==> config.mk <==
export PLATFORM = sky130hd
export DESIGN_NAME = alle_ctrl_flat
export DESIGN_NICKNAME = d
export VERILOG_FILES = /design/src/design/alle_pkg.sv /design/src/design/alle_req_if.sv /design/src/design/alle_rsp_if.sv /design/src/design/alle_ctrl.sv /design/src/flat_wrapper.sv
export SDC_FILE = /design/constraint.sdc
export NUM_CORES = 1
export LEC_CHECK = 0
export ABC_CLOCK_PERIOD_IN_PS = 17220
export BUFFER_PORTS_ARGS = -buffer_cell sky130_fd_sc_hd__buf_2
export CELL_PAD_IN_SITES_DETAIL_PLACEMENT = 1
export CELL_PAD_IN_SITES_GLOBAL_PLACEMENT = 2
export CORE_ASPECT_RATIO = 0.7
export CORE_MARGIN = 4
export CORE_UTILIZATION = 35
export CTS_CLUSTER_DIAMETER = 60
export CTS_CLUSTER_SIZE = 14
export DETAILED_ROUTE_END_ITERATION = 8
export PLACE_DENSITY_LB_ADDON = 0.1
export SLEW_MARGIN = 15
export SYNTH_ARGS = -nofsm -noshare
export SYNTH_HDL_FRONTEND = slang
export SYNTH_SLANG_ARGS = --single-unit
==> constraint.sdc <==
create_clock -name clk -period 17.22 [get_ports clk]
set_clock_uncertainty 0.1 [all_clocks]
set_input_delay 1.722 -clock clk [delete_from_list [all_inputs] [get_ports clk]]
set_output_delay 1.722 -clock clk [all_outputs]
set_load 0.02 [all_outputs]
==> src/design/alle_pkg.sv <==
// Shared constants, codes and types of the array linked list engine.
`timescale 1ns / 1ps

package alle_pkg;

    localparam int CAPACITY = 1024;
    localparam int SLOT_W   = 11;
    localparam int VALUE_W  = 32;
    localparam int TAG_W    = 32;
    localparam int CMD_W    = 2;
    localparam int STATUS_W = 2;

    typedef logic [SLOT_W-1:0]  slot_t;
    typedef logic [VALUE_W-1:0] value_t;
    typedef logic [TAG_W-1:0]   tag_t;

    localparam slot_t SLOT_ZERO = slot_t'(0);
    localparam slot_t SLOT_ONE  = slot_t'(1);
    localparam slot_t CAP_SLOT  = slot_t'(CAPACITY);

    typedef enum logic [CMD_W-1:0] {
        CMD_INSERT     = 2'd0,
        CMD_DELETE     = 2'd1,
        CMD_READ_PHYS  = 2'd2,
        CMD_READ_LOGIC = 2'd3
    } cmd_t;

    typedef enum logic [STATUS_W-1:0] {
        ST_OK      = 2'd0,
        ST_RANGE   = 2'd1,
        ST_UNAVAIL = 2'd2,
        ST_FULL    = 2'd3
    } status_t;

    // One entry of the link memory.
    typedef struct packed {
        logic  used;
        slot_t prev;
        slot_t next;
    } link_t;

    typedef struct packed {
        logic  en;
        slot_t addr;
        link_t data;
    } link_wr_t;

    typedef struct packed {
        logic   en;
        slot_t  addr;
        value_t value;
        tag_t   tag;
    } data_wr_t;

endpackage

==> src/design/alle_req_if.sv <==
// Request channel of the array linked list engine.
`timescale 1ns / 1ps

interface alle_req_if;

    logic                        valid;
    logic                        ready;
    logic [alle_pkg::CMD_W-1:0]  cmd;
    logic [alle_pkg::SLOT_W-1:0] position;
    logic [alle_pkg::VALUE_W-1:0] item_value;
    logic [alle_pkg::TAG_W-1:0]  item_tag;

    modport source (output valid, output cmd, output position, output item_value,
                    output item_tag, input ready);
    modport sink (input valid, input cmd, input position, input item_value,
                  input item_tag, output ready);

endinterface

==> src/design/alle_rsp_if.sv <==
// Result channel of the array linked list engine.
`timescale 1ns / 1ps

interface alle_rsp_if;

    logic                           valid;
    logic                           ready;
    logic [alle_pkg::STATUS_W-1:0]  status;
    logic [alle_pkg::SLOT_W-1:0]    slot;
    logic [alle_pkg::VALUE_W-1:0]   read_value;
    logic [alle_pkg::TAG_W-1:0]     read_tag;

    modport source (output valid, output status, output slot, output read_value,
                    output read_tag, input ready);
    modport sink (input valid, input status, input slot, input read_value,
                  input read_tag, output ready);

endinterface

==> src/design/alle_ctrl.sv <==
// Command sequencer: list registers, read-modify-write steps and result register.
`timescale 1ns / 1ps

module alle_ctrl (
    input  logic                clk,
    input  logic                rst_n,
    alle_req_if.sink            req,
    alle_rsp_if.source          rsp,
    output alle_pkg::slot_t     rd_addr,
    input  alle_pkg::link_t     link_rd,
    input  alle_pkg::value_t    data_rd_value,
    input  alle_pkg::tag_t      data_rd_tag,
    output alle_pkg::link_wr_t  link_wr,
    output alle_pkg::data_wr_t  data_wr
);

    typedef enum logic [8:0] {
        S_IDLE  = 9'b000000001,
        S_RD1   = 9'b000000010,
        S_RD2   = 9'b000000100,
        S_WR0   = 9'b000001000,
        S_WR1   = 9'b000010000,
        S_WR2   = 9'b000100000,
        S_WALK  = 9'b001000000,
        S_CHECK = 9'b010000000,
        S_DONE  = 9'b100000000
    } state_t;

    state_t state_reg, state_next;

    alle_pkg::slot_t free_head_reg, free_head_next;
    alle_pkg::slot_t first_reg, first_next;
    alle_pkg::slot_t last_reg, last_next;
    alle_pkg::slot_t count_reg, count_next;
    logic            rsp_valid_reg, rsp_valid_next;

    alle_pkg::cmd_t   cmd_reg, cmd_next;
    alle_pkg::slot_t  pos_reg, pos_next;
    alle_pkg::value_t value_reg, value_next;
    alle_pkg::tag_t   tag_reg, tag_next;
    // a is the neighbor on the front side, b the one on the back side, and
    // center the slot that is taken or released.
    alle_pkg::slot_t  a_reg, a_next;
    alle_pkg::slot_t  b_reg, b_next;
    alle_pkg::slot_t  center_reg, center_next;
    alle_pkg::slot_t  a_back_reg, a_back_next;
    alle_pkg::slot_t  b_fwd_reg, b_fwd_next;
    alle_pkg::slot_t  fh_next_reg, fh_next_next;
    alle_pkg::slot_t  cur_reg, cur_next;
    alle_pkg::slot_t  walk_reg, walk_next;

    alle_pkg::status_t res_status_reg, res_status_next;
    alle_pkg::slot_t   res_slot_reg, res_slot_next;
    alle_pkg::value_t  res_value_reg, res_value_next;
    alle_pkg::tag_t    res_tag_reg, res_tag_next;

    alle_pkg::status_t out_status_reg, out_status_next;
    alle_pkg::slot_t   out_slot_reg, out_slot_next;
    alle_pkg::value_t  out_value_reg, out_value_next;
    alle_pkg::tag_t    out_tag_reg, out_tag_next;

    alle_pkg::cmd_t  req_cmd;
    logic            accept;
    alle_pkg::slot_t fwd_val;
    alle_pkg::slot_t back_val;

    assign req_cmd   = alle_pkg::cmd_t'(req.cmd);
    assign req.ready = (state_reg == S_IDLE);
    assign accept    = req.valid && req.ready;

    assign rsp.valid      = rsp_valid_reg;
    assign rsp.status     = out_status_reg;
    assign rsp.slot       = out_slot_reg;
    assign rsp.read_value = out_value_reg;
    assign rsp.read_tag   = out_tag_reg;

    // Insert links the new slot between a and b; delete links a to b directly.
    assign fwd_val  = (cmd_reg == alle_pkg::CMD_INSERT) ? center_reg : b_reg;
    assign back_val = (cmd_reg == alle_pkg::CMD_INSERT) ? center_reg : a_reg;

    always_comb
    begin
        state_next      = state_reg;
        free_head_next  = free_head_reg;
        first_next      = first_reg;
        last_next       = last_reg;
        count_next      = count_reg;
        rsp_valid_next  = rsp_valid_reg && !rsp.ready;
        cmd_next        = cmd_reg;
        pos_next        = pos_reg;
        value_next      = value_reg;
        tag_next        = tag_reg;
        a_next          = a_reg;
        b_next          = b_reg;
        center_next     = center_reg;
        a_back_next     = a_back_reg;
        b_fwd_next      = b_fwd_reg;
        fh_next_next    = fh_next_reg;
        cur_next        = cur_reg;
        walk_next       = walk_reg;
        res_status_next = res_status_reg;
        res_slot_next   = res_slot_reg;
        res_value_next  = res_value_reg;
        res_tag_next    = res_tag_reg;
        out_status_next = out_status_reg;
        out_slot_next   = out_slot_reg;
        out_value_next  = out_value_reg;
        out_tag_next    = out_tag_reg;
        rd_addr         = req.position;
        link_wr         = '0;
        data_wr         = '0;

        case (state_reg)
            S_IDLE:
            begin
                if (req_cmd == alle_pkg::CMD_INSERT && count_reg == alle_pkg::SLOT_ZERO)
                begin
                    rd_addr = alle_pkg::SLOT_ZERO;
                end
                else if (req_cmd == alle_pkg::CMD_READ_LOGIC)
                begin
                    rd_addr = first_reg;
                end
                if (accept)
                begin
                    cmd_next        = req_cmd;
                    pos_next        = req.position;
                    value_next      = req.item_value;
                    tag_next        = req.item_tag;
                    res_status_next = alle_pkg::ST_OK;
                    res_slot_next   = req.position;
                    res_value_next  = '0;
                    res_tag_next    = '0;
                    cur_next        = rd_addr;
                    walk_next       = req.position - alle_pkg::SLOT_ONE;
                    if (req_cmd == alle_pkg::CMD_INSERT)
                    begin
                        if (req.position > alle_pkg::CAP_SLOT)
                        begin
                            res_status_next = alle_pkg::ST_RANGE;
                            state_next      = S_DONE;
                        end
                        else if (count_reg >= alle_pkg::CAP_SLOT
                                 || free_head_reg == alle_pkg::SLOT_ZERO
                                 || free_head_reg > alle_pkg::CAP_SLOT)
                        begin
                            res_status_next = alle_pkg::ST_FULL;
                            state_next      = S_DONE;
                        end
                        else
                        begin
                            a_next      = rd_addr;
                            center_next = free_head_reg;
                            state_next  = S_RD1;
                        end
                    end
                    else if (req.position == alle_pkg::SLOT_ZERO
                             || req.position > alle_pkg::CAP_SLOT)
                    begin
                        res_status_next = alle_pkg::ST_RANGE;
                        state_next      = S_DONE;
                    end
                    else
                    begin
                        case (req_cmd)
                            alle_pkg::CMD_DELETE:
                            begin
                                state_next = S_RD1;
                            end
                            alle_pkg::CMD_READ_PHYS:
                            begin
                                state_next = S_CHECK;
                            end
                            alle_pkg::CMD_READ_LOGIC:
                            begin
                                if (req.position > count_reg)
                                begin
                                    res_status_next = alle_pkg::ST_UNAVAIL;
                                    state_next      = S_DONE;
                                end
                                else if (req.position == alle_pkg::SLOT_ONE)
                                begin
                                    state_next = S_CHECK;
                                end
                                else
                                begin
                                    state_next = S_WALK;
                                end
                            end
                            default:
                            begin
                                state_next = S_DONE;
                            end
                        endcase
                    end
                end
            end

            S_RD1:
            begin
                if (cmd_reg == alle_pkg::CMD_INSERT)
                begin
                    rd_addr = center_reg;
                    if (a_reg != alle_pkg::SLOT_ZERO && !link_rd.used)
                    begin
                        res_status_next = alle_pkg::ST_UNAVAIL;
                        state_next      = S_DONE;
                    end
                    else
                    begin
                        a_back_next = link_rd.prev;
                        b_next      = (a_reg == alle_pkg::SLOT_ZERO) ? first_reg : link_rd.next;
                        state_next  = S_RD2;
                    end
                end
                else
                begin
                    rd_addr = link_rd.prev;
                    if (!link_rd.used)
                    begin
                        res_status_next = alle_pkg::ST_UNAVAIL;
                        state_next      = S_DONE;
                    end
                    else
                    begin
                        a_next      = link_rd.prev;
                        b_next      = link_rd.next;
                        center_next = pos_reg;
                        state_next  = S_RD2;
                    end
                end
            end

            S_RD2:
            begin
                rd_addr = b_reg;
                if (cmd_reg == alle_pkg::CMD_INSERT)
                begin
                    fh_next_next = link_rd.next;
                end
                else
                begin
                    a_back_next = link_rd.prev;
                end
                state_next = S_WR0;
            end

            S_WR0:
            begin
                b_fwd_next   = link_rd.next;
                link_wr.en   = 1'b1;
                link_wr.addr = center_reg;
                if (cmd_reg == alle_pkg::CMD_INSERT)
                begin
                    link_wr.data.used = 1'b1;
                    link_wr.data.prev = a_reg;
                    link_wr.data.next = b_reg;
                    data_wr.en        = 1'b1;
                    data_wr.addr      = center_reg;
                    data_wr.value     = value_reg;
                    data_wr.tag       = tag_reg;
                    free_head_next    = fh_next_reg;
                    count_next        = count_reg + alle_pkg::SLOT_ONE;
                    res_slot_next     = center_reg;
                end
                else
                begin
                    link_wr.data.used = 1'b0;
                    link_wr.data.prev = alle_pkg::SLOT_ZERO;
                    link_wr.data.next = free_head_reg;
                    free_head_next    = center_reg;
                    count_next        = count_reg - alle_pkg::SLOT_ONE;
                end
                state_next = S_WR1;
            end

            S_WR1:
            begin
                if (a_reg != alle_pkg::SLOT_ZERO)
                begin
                    link_wr.en        = 1'b1;
                    link_wr.addr      = a_reg;
                    link_wr.data.used = 1'b1;
                    link_wr.data.prev = a_back_reg;
                    link_wr.data.next = fwd_val;
                end
                else
                begin
                    first_next = fwd_val;
                end
                state_next = S_WR2;
            end

            S_WR2:
            begin
                if (b_reg != alle_pkg::SLOT_ZERO)
                begin
                    link_wr.en        = 1'b1;
                    link_wr.addr      = b_reg;
                    link_wr.data.used = 1'b1;
                    link_wr.data.prev = back_val;
                    link_wr.data.next = b_fwd_reg;
                end
                else
                begin
                    last_next = back_val;
                end
                state_next = S_DONE;
            end

            S_WALK:
            begin
                // The forward link just read is the next address to fetch.
                rd_addr   = link_rd.next;
                cur_next  = link_rd.next;
                walk_next = walk_reg - alle_pkg::SLOT_ONE;
                if (walk_reg == alle_pkg::SLOT_ONE)
                begin
                    state_next = S_CHECK;
                end
            end

            S_CHECK:
            begin
                if (cur_reg != alle_pkg::SLOT_ZERO && cur_reg <= alle_pkg::CAP_SLOT
                    && link_rd.used)
                begin
                    res_slot_next  = cur_reg;
                    res_value_next = data_rd_value;
                    res_tag_next   = data_rd_tag;
                end
                else
                begin
                    res_status_next = alle_pkg::ST_UNAVAIL;
                end
                state_next = S_DONE;
            end

            S_DONE:
            begin
                if (!rsp_valid_reg || rsp.ready)
                begin
                    rsp_valid_next  = 1'b1;
                    out_status_next = res_status_reg;
                    out_slot_next   = res_slot_reg;
                    out_value_next  = res_value_reg;
                    out_tag_next    = res_tag_reg;
                    state_next      = S_IDLE;
                end
            end

            default:
            begin
                state_next = S_IDLE;
            end
        endcase
    end

    always_ff @(posedge clk or negedge rst_n)
    begin
        if (!rst_n)
        begin
            state_reg     <= S_IDLE;
            free_head_reg <= alle_pkg::SLOT_ONE;
            first_reg     <= alle_pkg::SLOT_ZERO;
            last_reg      <= alle_pkg::SLOT_ZERO;
            count_reg     <= alle_pkg::SLOT_ZERO;
            rsp_valid_reg <= 1'b0;
        end
        else
        begin
            state_reg     <= state_next;
            free_head_reg <= free_head_next;
            first_reg     <= first_next;
            last_reg      <= last_next;
            count_reg     <= count_next;
            rsp_valid_reg <= rsp_valid_next;
        end
    end

    always_ff @(posedge clk)
    begin
        cmd_reg        <= cmd_next;
        pos_reg        <= pos_next;
        value_reg      <= value_next;
        tag_reg        <= tag_next;
        a_reg          <= a_next;
        b_reg          <= b_next;
        center_reg     <= center_next;
        a_back_reg     <= a_back_next;
        b_fwd_reg      <= b_fwd_next;
        fh_next_reg    <= fh_next_next;
        cur_reg        <= cur_next;
        walk_reg       <= walk_next;
        res_status_reg <= res_status_next;
        res_slot_reg   <= res_slot_next;
        res_value_reg  <= res_value_next;
        res_tag_reg    <= res_tag_next;
        out_status_reg <= out_status_next;
        out_slot_reg   <= out_slot_next;
        out_value_reg  <= out_value_next;
        out_tag_reg    <= out_tag_next;
    end

endmodule

==> src/flat_wrapper.sv <==
// flat-port wrapper written by rule: the top's interface ports become plain ports
module alle_ctrl_flat 
  (clk, rst_n, rd_addr, link_rd, data_rd_value, data_rd_tag, link_wr, data_wr, req_valid, req_cmd, req_position, req_item_value, req_item_tag, req_ready, rsp_valid, rsp_status, rsp_slot, rsp_read_value, rsp_read_tag, rsp_ready);
  alle_req_if req_i ();
  alle_rsp_if rsp_i ();
  input  logic clk;
  input  logic rst_n;
  output alle_pkg::slot_t rd_addr;
  input  alle_pkg::link_t link_rd;
  input  alle_pkg::value_t data_rd_value;
  input  alle_pkg::tag_t data_rd_tag;
  output alle_pkg::link_wr_t link_wr;
  output alle_pkg::data_wr_t data_wr;
  input wire logic [$bits(req_i.valid)-1:0] req_valid;
  input wire logic [$bits(req_i.cmd)-1:0] req_cmd;
  input wire logic [$bits(req_i.position)-1:0] req_position;
  input wire logic [$bits(req_i.item_value)-1:0] req_item_value;
  input wire logic [$bits(req_i.item_tag)-1:0] req_item_tag;
  output wire logic [$bits(req_i.ready)-1:0] req_ready;
  output wire logic [$bits(rsp_i.valid)-1:0] rsp_valid;
  output wire logic [$bits(rsp_i.status)-1:0] rsp_status;
  output wire logic [$bits(rsp_i.slot)-1:0] rsp_slot;
  output wire logic [$bits(rsp_i.read_value)-1:0] rsp_read_value;
  output wire logic [$bits(rsp_i.read_tag)-1:0] rsp_read_tag;
  input wire logic [$bits(rsp_i.ready)-1:0] rsp_ready;
  assign req_i.valid = req_valid;
  assign req_i.cmd = req_cmd;
  assign req_i.position = req_position;
  assign req_i.item_value = req_item_value;
  assign req_i.item_tag = req_item_tag;
  assign req_ready = req_i.ready;
  assign rsp_valid = rsp_i.valid;
  assign rsp_status = rsp_i.status;
  assign rsp_slot = rsp_i.slot;
  assign rsp_read_value = rsp_i.read_value;
  assign rsp_read_tag = rsp_i.read_tag;
  assign rsp_i.ready = rsp_ready;
  alle_ctrl u_core (.clk(clk), .rst_n(rst_n), .req(req_i), .rsp(rsp_i), .rd_addr(rd_addr), .link_rd(link_rd), .data_rd_value(data_rd_value), .data_rd_tag(data_rd_tag), .link_wr(link_wr), .data_wr(data_wr));
endmodule
# Yosys cells after proc, flatten, opt, wreduce, memory -nomap -nowiden
# Index checks and enable logic that the tools add are counted.
word_totals:
  register_bits: 362
  in_bits: 168
  wordCells: 185
op_classes:
  add_sub_neg: 4
  order_cmp: 5
  n_eq_ne: 31
  mux: 77
  n_bitwise: 1
  n_reduce_logical: 42
ops:
  columns: ["operator", "n"]
  rows:
  - ["$mux W11", 31]
  - ["$mux W76", 2]
  - ["$pmux W32 S2", 2]
  - ["$pmux W11 S2", 5]
  - ["$pmux W35 S3", 1]
  - ["$mux W9", 11]
  - ["$mux W32", 3]
  - ["$pmux W9 S8", 1]
  - ["$mux W35", 2]
  - ["$logic_not A11 Y1", 4]
  - ["$pmux W11 S4", 1]
  - ["$pmux W11 S3", 1]
  - ["$reduce_bool A11 Y1", 3]
  - ["$sub A11 B1 Y11 const B", 3]
  - ["$pmux W9 S3", 1]
  - ["$mux W23", 1]
  - ["$eq A11 B1 Y1 const B", 2]
  - ["$gt A11 B11 Y1 const B", 2]
  - ["$mux W2", 11]
  - ["$ne A2 B2 Y1 const B", 10]
  - ["$add A11 B1 Y11 const B", 1]
  - ["$ge A11 B11 Y1 const B", 1]
  - ["$gt A11 B11 Y1", 1]
  - ["$le A11 B11 Y1 const B", 1]
  - ["other kinds (30)", 59]

# Longest topological paths before layout
logic_depth:
  ltp_word: 8
  mapped_depth: 11
  ltp_nobuf: 9

# Least setup slack after synthesis
# OpenSTA, ideal clock, no wires.
synth_path:
  kind: "input to register"
  start: "input rsp_ready"
  end: "register u_core.out_tag_reg[0], in the netlist u_core.rsp.read_tag[0], enable pin"
  t_arrival_ps: 5275
  required_time_ps: 16598
  slack_ps: 11323
  path_stages: 2
  path_buffers: 0
  cell_sequence: "nand2b_1 > nor2b_1"
synth_between:
  elab_chain_len: 2
synth_rtl:
  columns: ["item", "line_no", "text"]
  rows:
  - ["from (decl)", "flat_wrapper.sv:25", "input wire logic [$bits(rsp_i.ready)-1:0] rsp_ready;"]
  - ["$logic_or A1 B1 Y1", "alle_ctrl.sv:341", "if (!rsp_valid_reg || rsp.ready)"]
  - ["$reduce_and A2 Y1 (no line)", null, null]
  - ["to (signal assigned)", "alle_ctrl.sv:402", "out_tag_reg <= out_tag_next;"]
  - ["to (decl)", "alle_ctrl.sv:60", "alle_pkg::tag_t out_tag_reg, out_tag_next;"]
# No other way between the ends.
# A chain may end at the register's enable or synchronous reset.

==> flow_summary.json <==
{
  "period_minus_slack_ps": 6120,
  "fin_util_pct": 43.5,
  "cts.reportedPaths.clkPinSlew_ps": 70,
  "global_route.overflow_total": 0,
  "total_leakage_power_nw": 8.23,
  "detailedPlacementHpwl_microns": 38100,
  "placed_cells_incl_taps": 2195,
  "numClockSinks": 362,
  "first_pass_iters": 7,
  "finish.net_count": 1823,
  "synth_nets": 1468,
  "worst-setup-path-type": "register to output port",
  "actual_slew_at_the_worst_max_slew_pin_ps": 1050,
  "io_buffer_count": 368,
  "finalWeightedCongestion": 0.849,
  "die_width_microns": 263,
  "tritoncts.num_buffers": 36,
  "synth_cells": 1275,
  "fp-row-count": 65,
  "final_total_negative_setup_slack_ps": 0,
  "finalHoldWorstSlack_ps": 317,
  "design.die.area_sq_um": 48900,
  "post_cts.resized_instances": 0,
  "syn_to_final_growth_pct": 23.1,
  "remaining_drc_errors": 0,
  "synthArstFlopShare_pct": 11.9,
  "ctsHtreeMaxLevel": 2,
  "post_route_cells_drive_above_1_share_pct": 28.9,
  "ys_ff_latch": 362,
  "floorplan.die.height_microns": 186,
  "status": "completed",
  "synth_cell_type_count": 64,
  "cts-root-to-sink-buffers": 3,
  "period_share_pct": 35.6,
  "drt_iter0_markers": 1250,
  "vias_in_the_first_global_route": 12073,
  "diodes": 0,
  "setup_viol_count_final": 0,
  "rsz_0062_raised_after_global_routing": "no",
  "min_path_type": "register to register",
  "fp.coreArea_sq_um": 45000,
  "vias": 11751,
  "avgRoutedWirePerCell_microns": 24.0,
  "grt_antenna_before_repair": 4,
  "tritoncts_clock_tree": "built",
  "synth_warnings": 0,
  "vdd.ir_drop.worst_v": 0.0000638,
  "hold_viol_final": 0,
  "regToRegSetupSlack_ps": 13480,
  "synthFlopType": "edfxtp_1",
  "postCtsHoldBufs": 0,
  "pin_count_of_the_biggest_net_entering_global_routing": 87,
  "post-cts-setup-buffer-count": 0,
  "synth.top_cell.area_share_pct": 60.3,
  "crit_fanout": 16,
  "post_layout_nonfiller_instances": 2252,
  "timing.critical_path.required_ps": 15400,
  "maxCapViolations": 0,
  "wl_microns": 54000,
  "achievable-frequency_ghz": 0.163,
  "grt_pass1_wl_microns": 79000,
  "io-pin-count": 369,
  "drv_slew": 0,
  "synth_enable_flop_cells": 319,
  "power.density_cell_area_nw_per_um2": 140,
  "seq_area_frac_synth_pct": 67.1,
  "vias_per_cell": 5.22,
  "clock-root-buffer": "clkbuf_16",
  "critical_path_arrival_ps": 4300,
  "critPathLaunchType": "register",
  "netlist_area_sq_um": 15900,
  "global_route_usage_over_all_layers_pct": 21.3,
  "worst_slew_margin_rel_pct": 29.7,
  "initial_utilization_pct": 35.3,
  "post_synth.cell_area_avg_sq_um": 12.5,
  "synth_top_cell_by_area": "edfxtp_1",
  "setup.worst_path.end_class": "output port",
  "drt.antenna.violating_nets": 0,
  "post_synth_main_area_contributors": "edfxtp_1 60%, dfrtp_1 6.5%, and2_1 6.0%, nand2_1 5.2%, a222oi_1 2.0%",
  "clk_latency_ps": 550
}
==> worst paths after layout <==
kind / from / end / cells past startpoint
hold reg to reg: u_core.res_tag_reg[11] / u_core.rsp.read_tag[11] / 0
max in group asynchronous: rst_n / u_core.state_reg[1] / 2
setup / recovery: u_core.state_reg[8] / link_wr[20] / 8
min in group asynchronous: rst_n / u_core.free_head_reg[3] / 2
hold / removal: u_core.res_tag_reg[11] / u_core.rsp.read_tag[11] / 0
setup reg to reg: u_core.state_reg[5] / u_core.pos_reg[4] / 5
==> power by group <==
group	internal, mW	leakage [nW]	switching [mW]
clock	0.452	0.557	0.351
combinational	0.157	4.09	0.399
sequential	1.27	3.59	0.107
total	1.87	8.23	0.857
==> critical path, cell delays in order, from the launching register on <==
cell and delay (ps):
dfrtp_1 490, or4_1 640, nor3_1 440, buf_4 320, o41a_1 740, and2_1 640, a222oi_1 230, inv_1 90
buf_2 170
==> metal layers <==
metal	part of all wire (%)	global-route usage, %	vias to the layer above
li1	-	-	5347
met1	45	30.2	5911
met2	46	34.0	425
met3	6.8	4.12	68
met4	2.2	5.53	0
met5	0	0	-
==> layout by cell type (no fill, tap or decap), types with 8 or more instances in the layout <==
cell type,instances
xor2_1,8
a22oi_1,8
nor4_1,18
and2_1,153
xnor2_1,19
o21ai_0,19
a222oi_1,32
mux2_2,11
nor2_1,65
ha_1,24
buf_4,18
nor3_1,20
buf_2,368
nand2_1,220
a221o_1,14
a211oi_1,8
edfxtp_1,319
or3_1,9
clkbuf_16,36
inv_1,42
dfrtp_1,41
a31oi_1,16
o211ai_1,9
a21oi_1,58
nand3_1,9
==> logic make-up after synthesis <==
| kind of cell | synth area share, % |
|---|---|
| compound gates | 8.94 |
| xor+xnor | 1.49 |
| fa+ha+maj | 2.02 |
| buf+inv | 2.77 |
| flops | 67.1 |
| mux | 0.969 |
| simple gates | 16.7 |
==> final cells by class <==
cell class,count,area (sq um)
Fill cell,4859,25400
Clock inverter,17,240
Clock buffer,40,926
Multi-Input combinational cell,800,4840
Sequential cell,362,10700
Timing Repair Buffer,386,1980
Tap cell,603,754
Inverter,44,166
==> stage by stage <==
stage          worst slack, ps  area (sq um)  total power, mW
3_3_place_gp             11470         18400             1.93
3_5_place_dp             11400         18400             1.95
6_report                 11100         19600             2.73
2_1_floorplan            11320         15900             1.69
5_1_grt                  10980         19600             2.87
4_1_cts                  11200         19600             2.77
==> Yosys cell counts (3+ instances only) <==
cell type / number
a211oi_1: 8
a21o_1: 7
a21oi_1: 59
a221o_1: 14
a222oi_1: 32
a22oi_1: 8
a31oi_1: 16
and2_1: 152
and3_1: 4
buf_2: 10
clkbuf_1: 57
dfrtp_1: 41
edfxtp_1: 319
ha_1: 24
inv_1: 44
mux2_2: 11
mux2i_1: 3
nand2_1: 220
nand2b_1: 5
nand3_1: 9
nor2_1: 67
nor3_1: 22
nor4_1: 20
nor4b_1: 3
o211ai_1: 9
o21a_1: 3
o21ai_0: 19
o21ba_2: 3
o31ai_1: 5
or3_1: 9
or4_1: 5
xnor2_1: 19
xor2_1: 8
(Power assumes the default switching activity.)
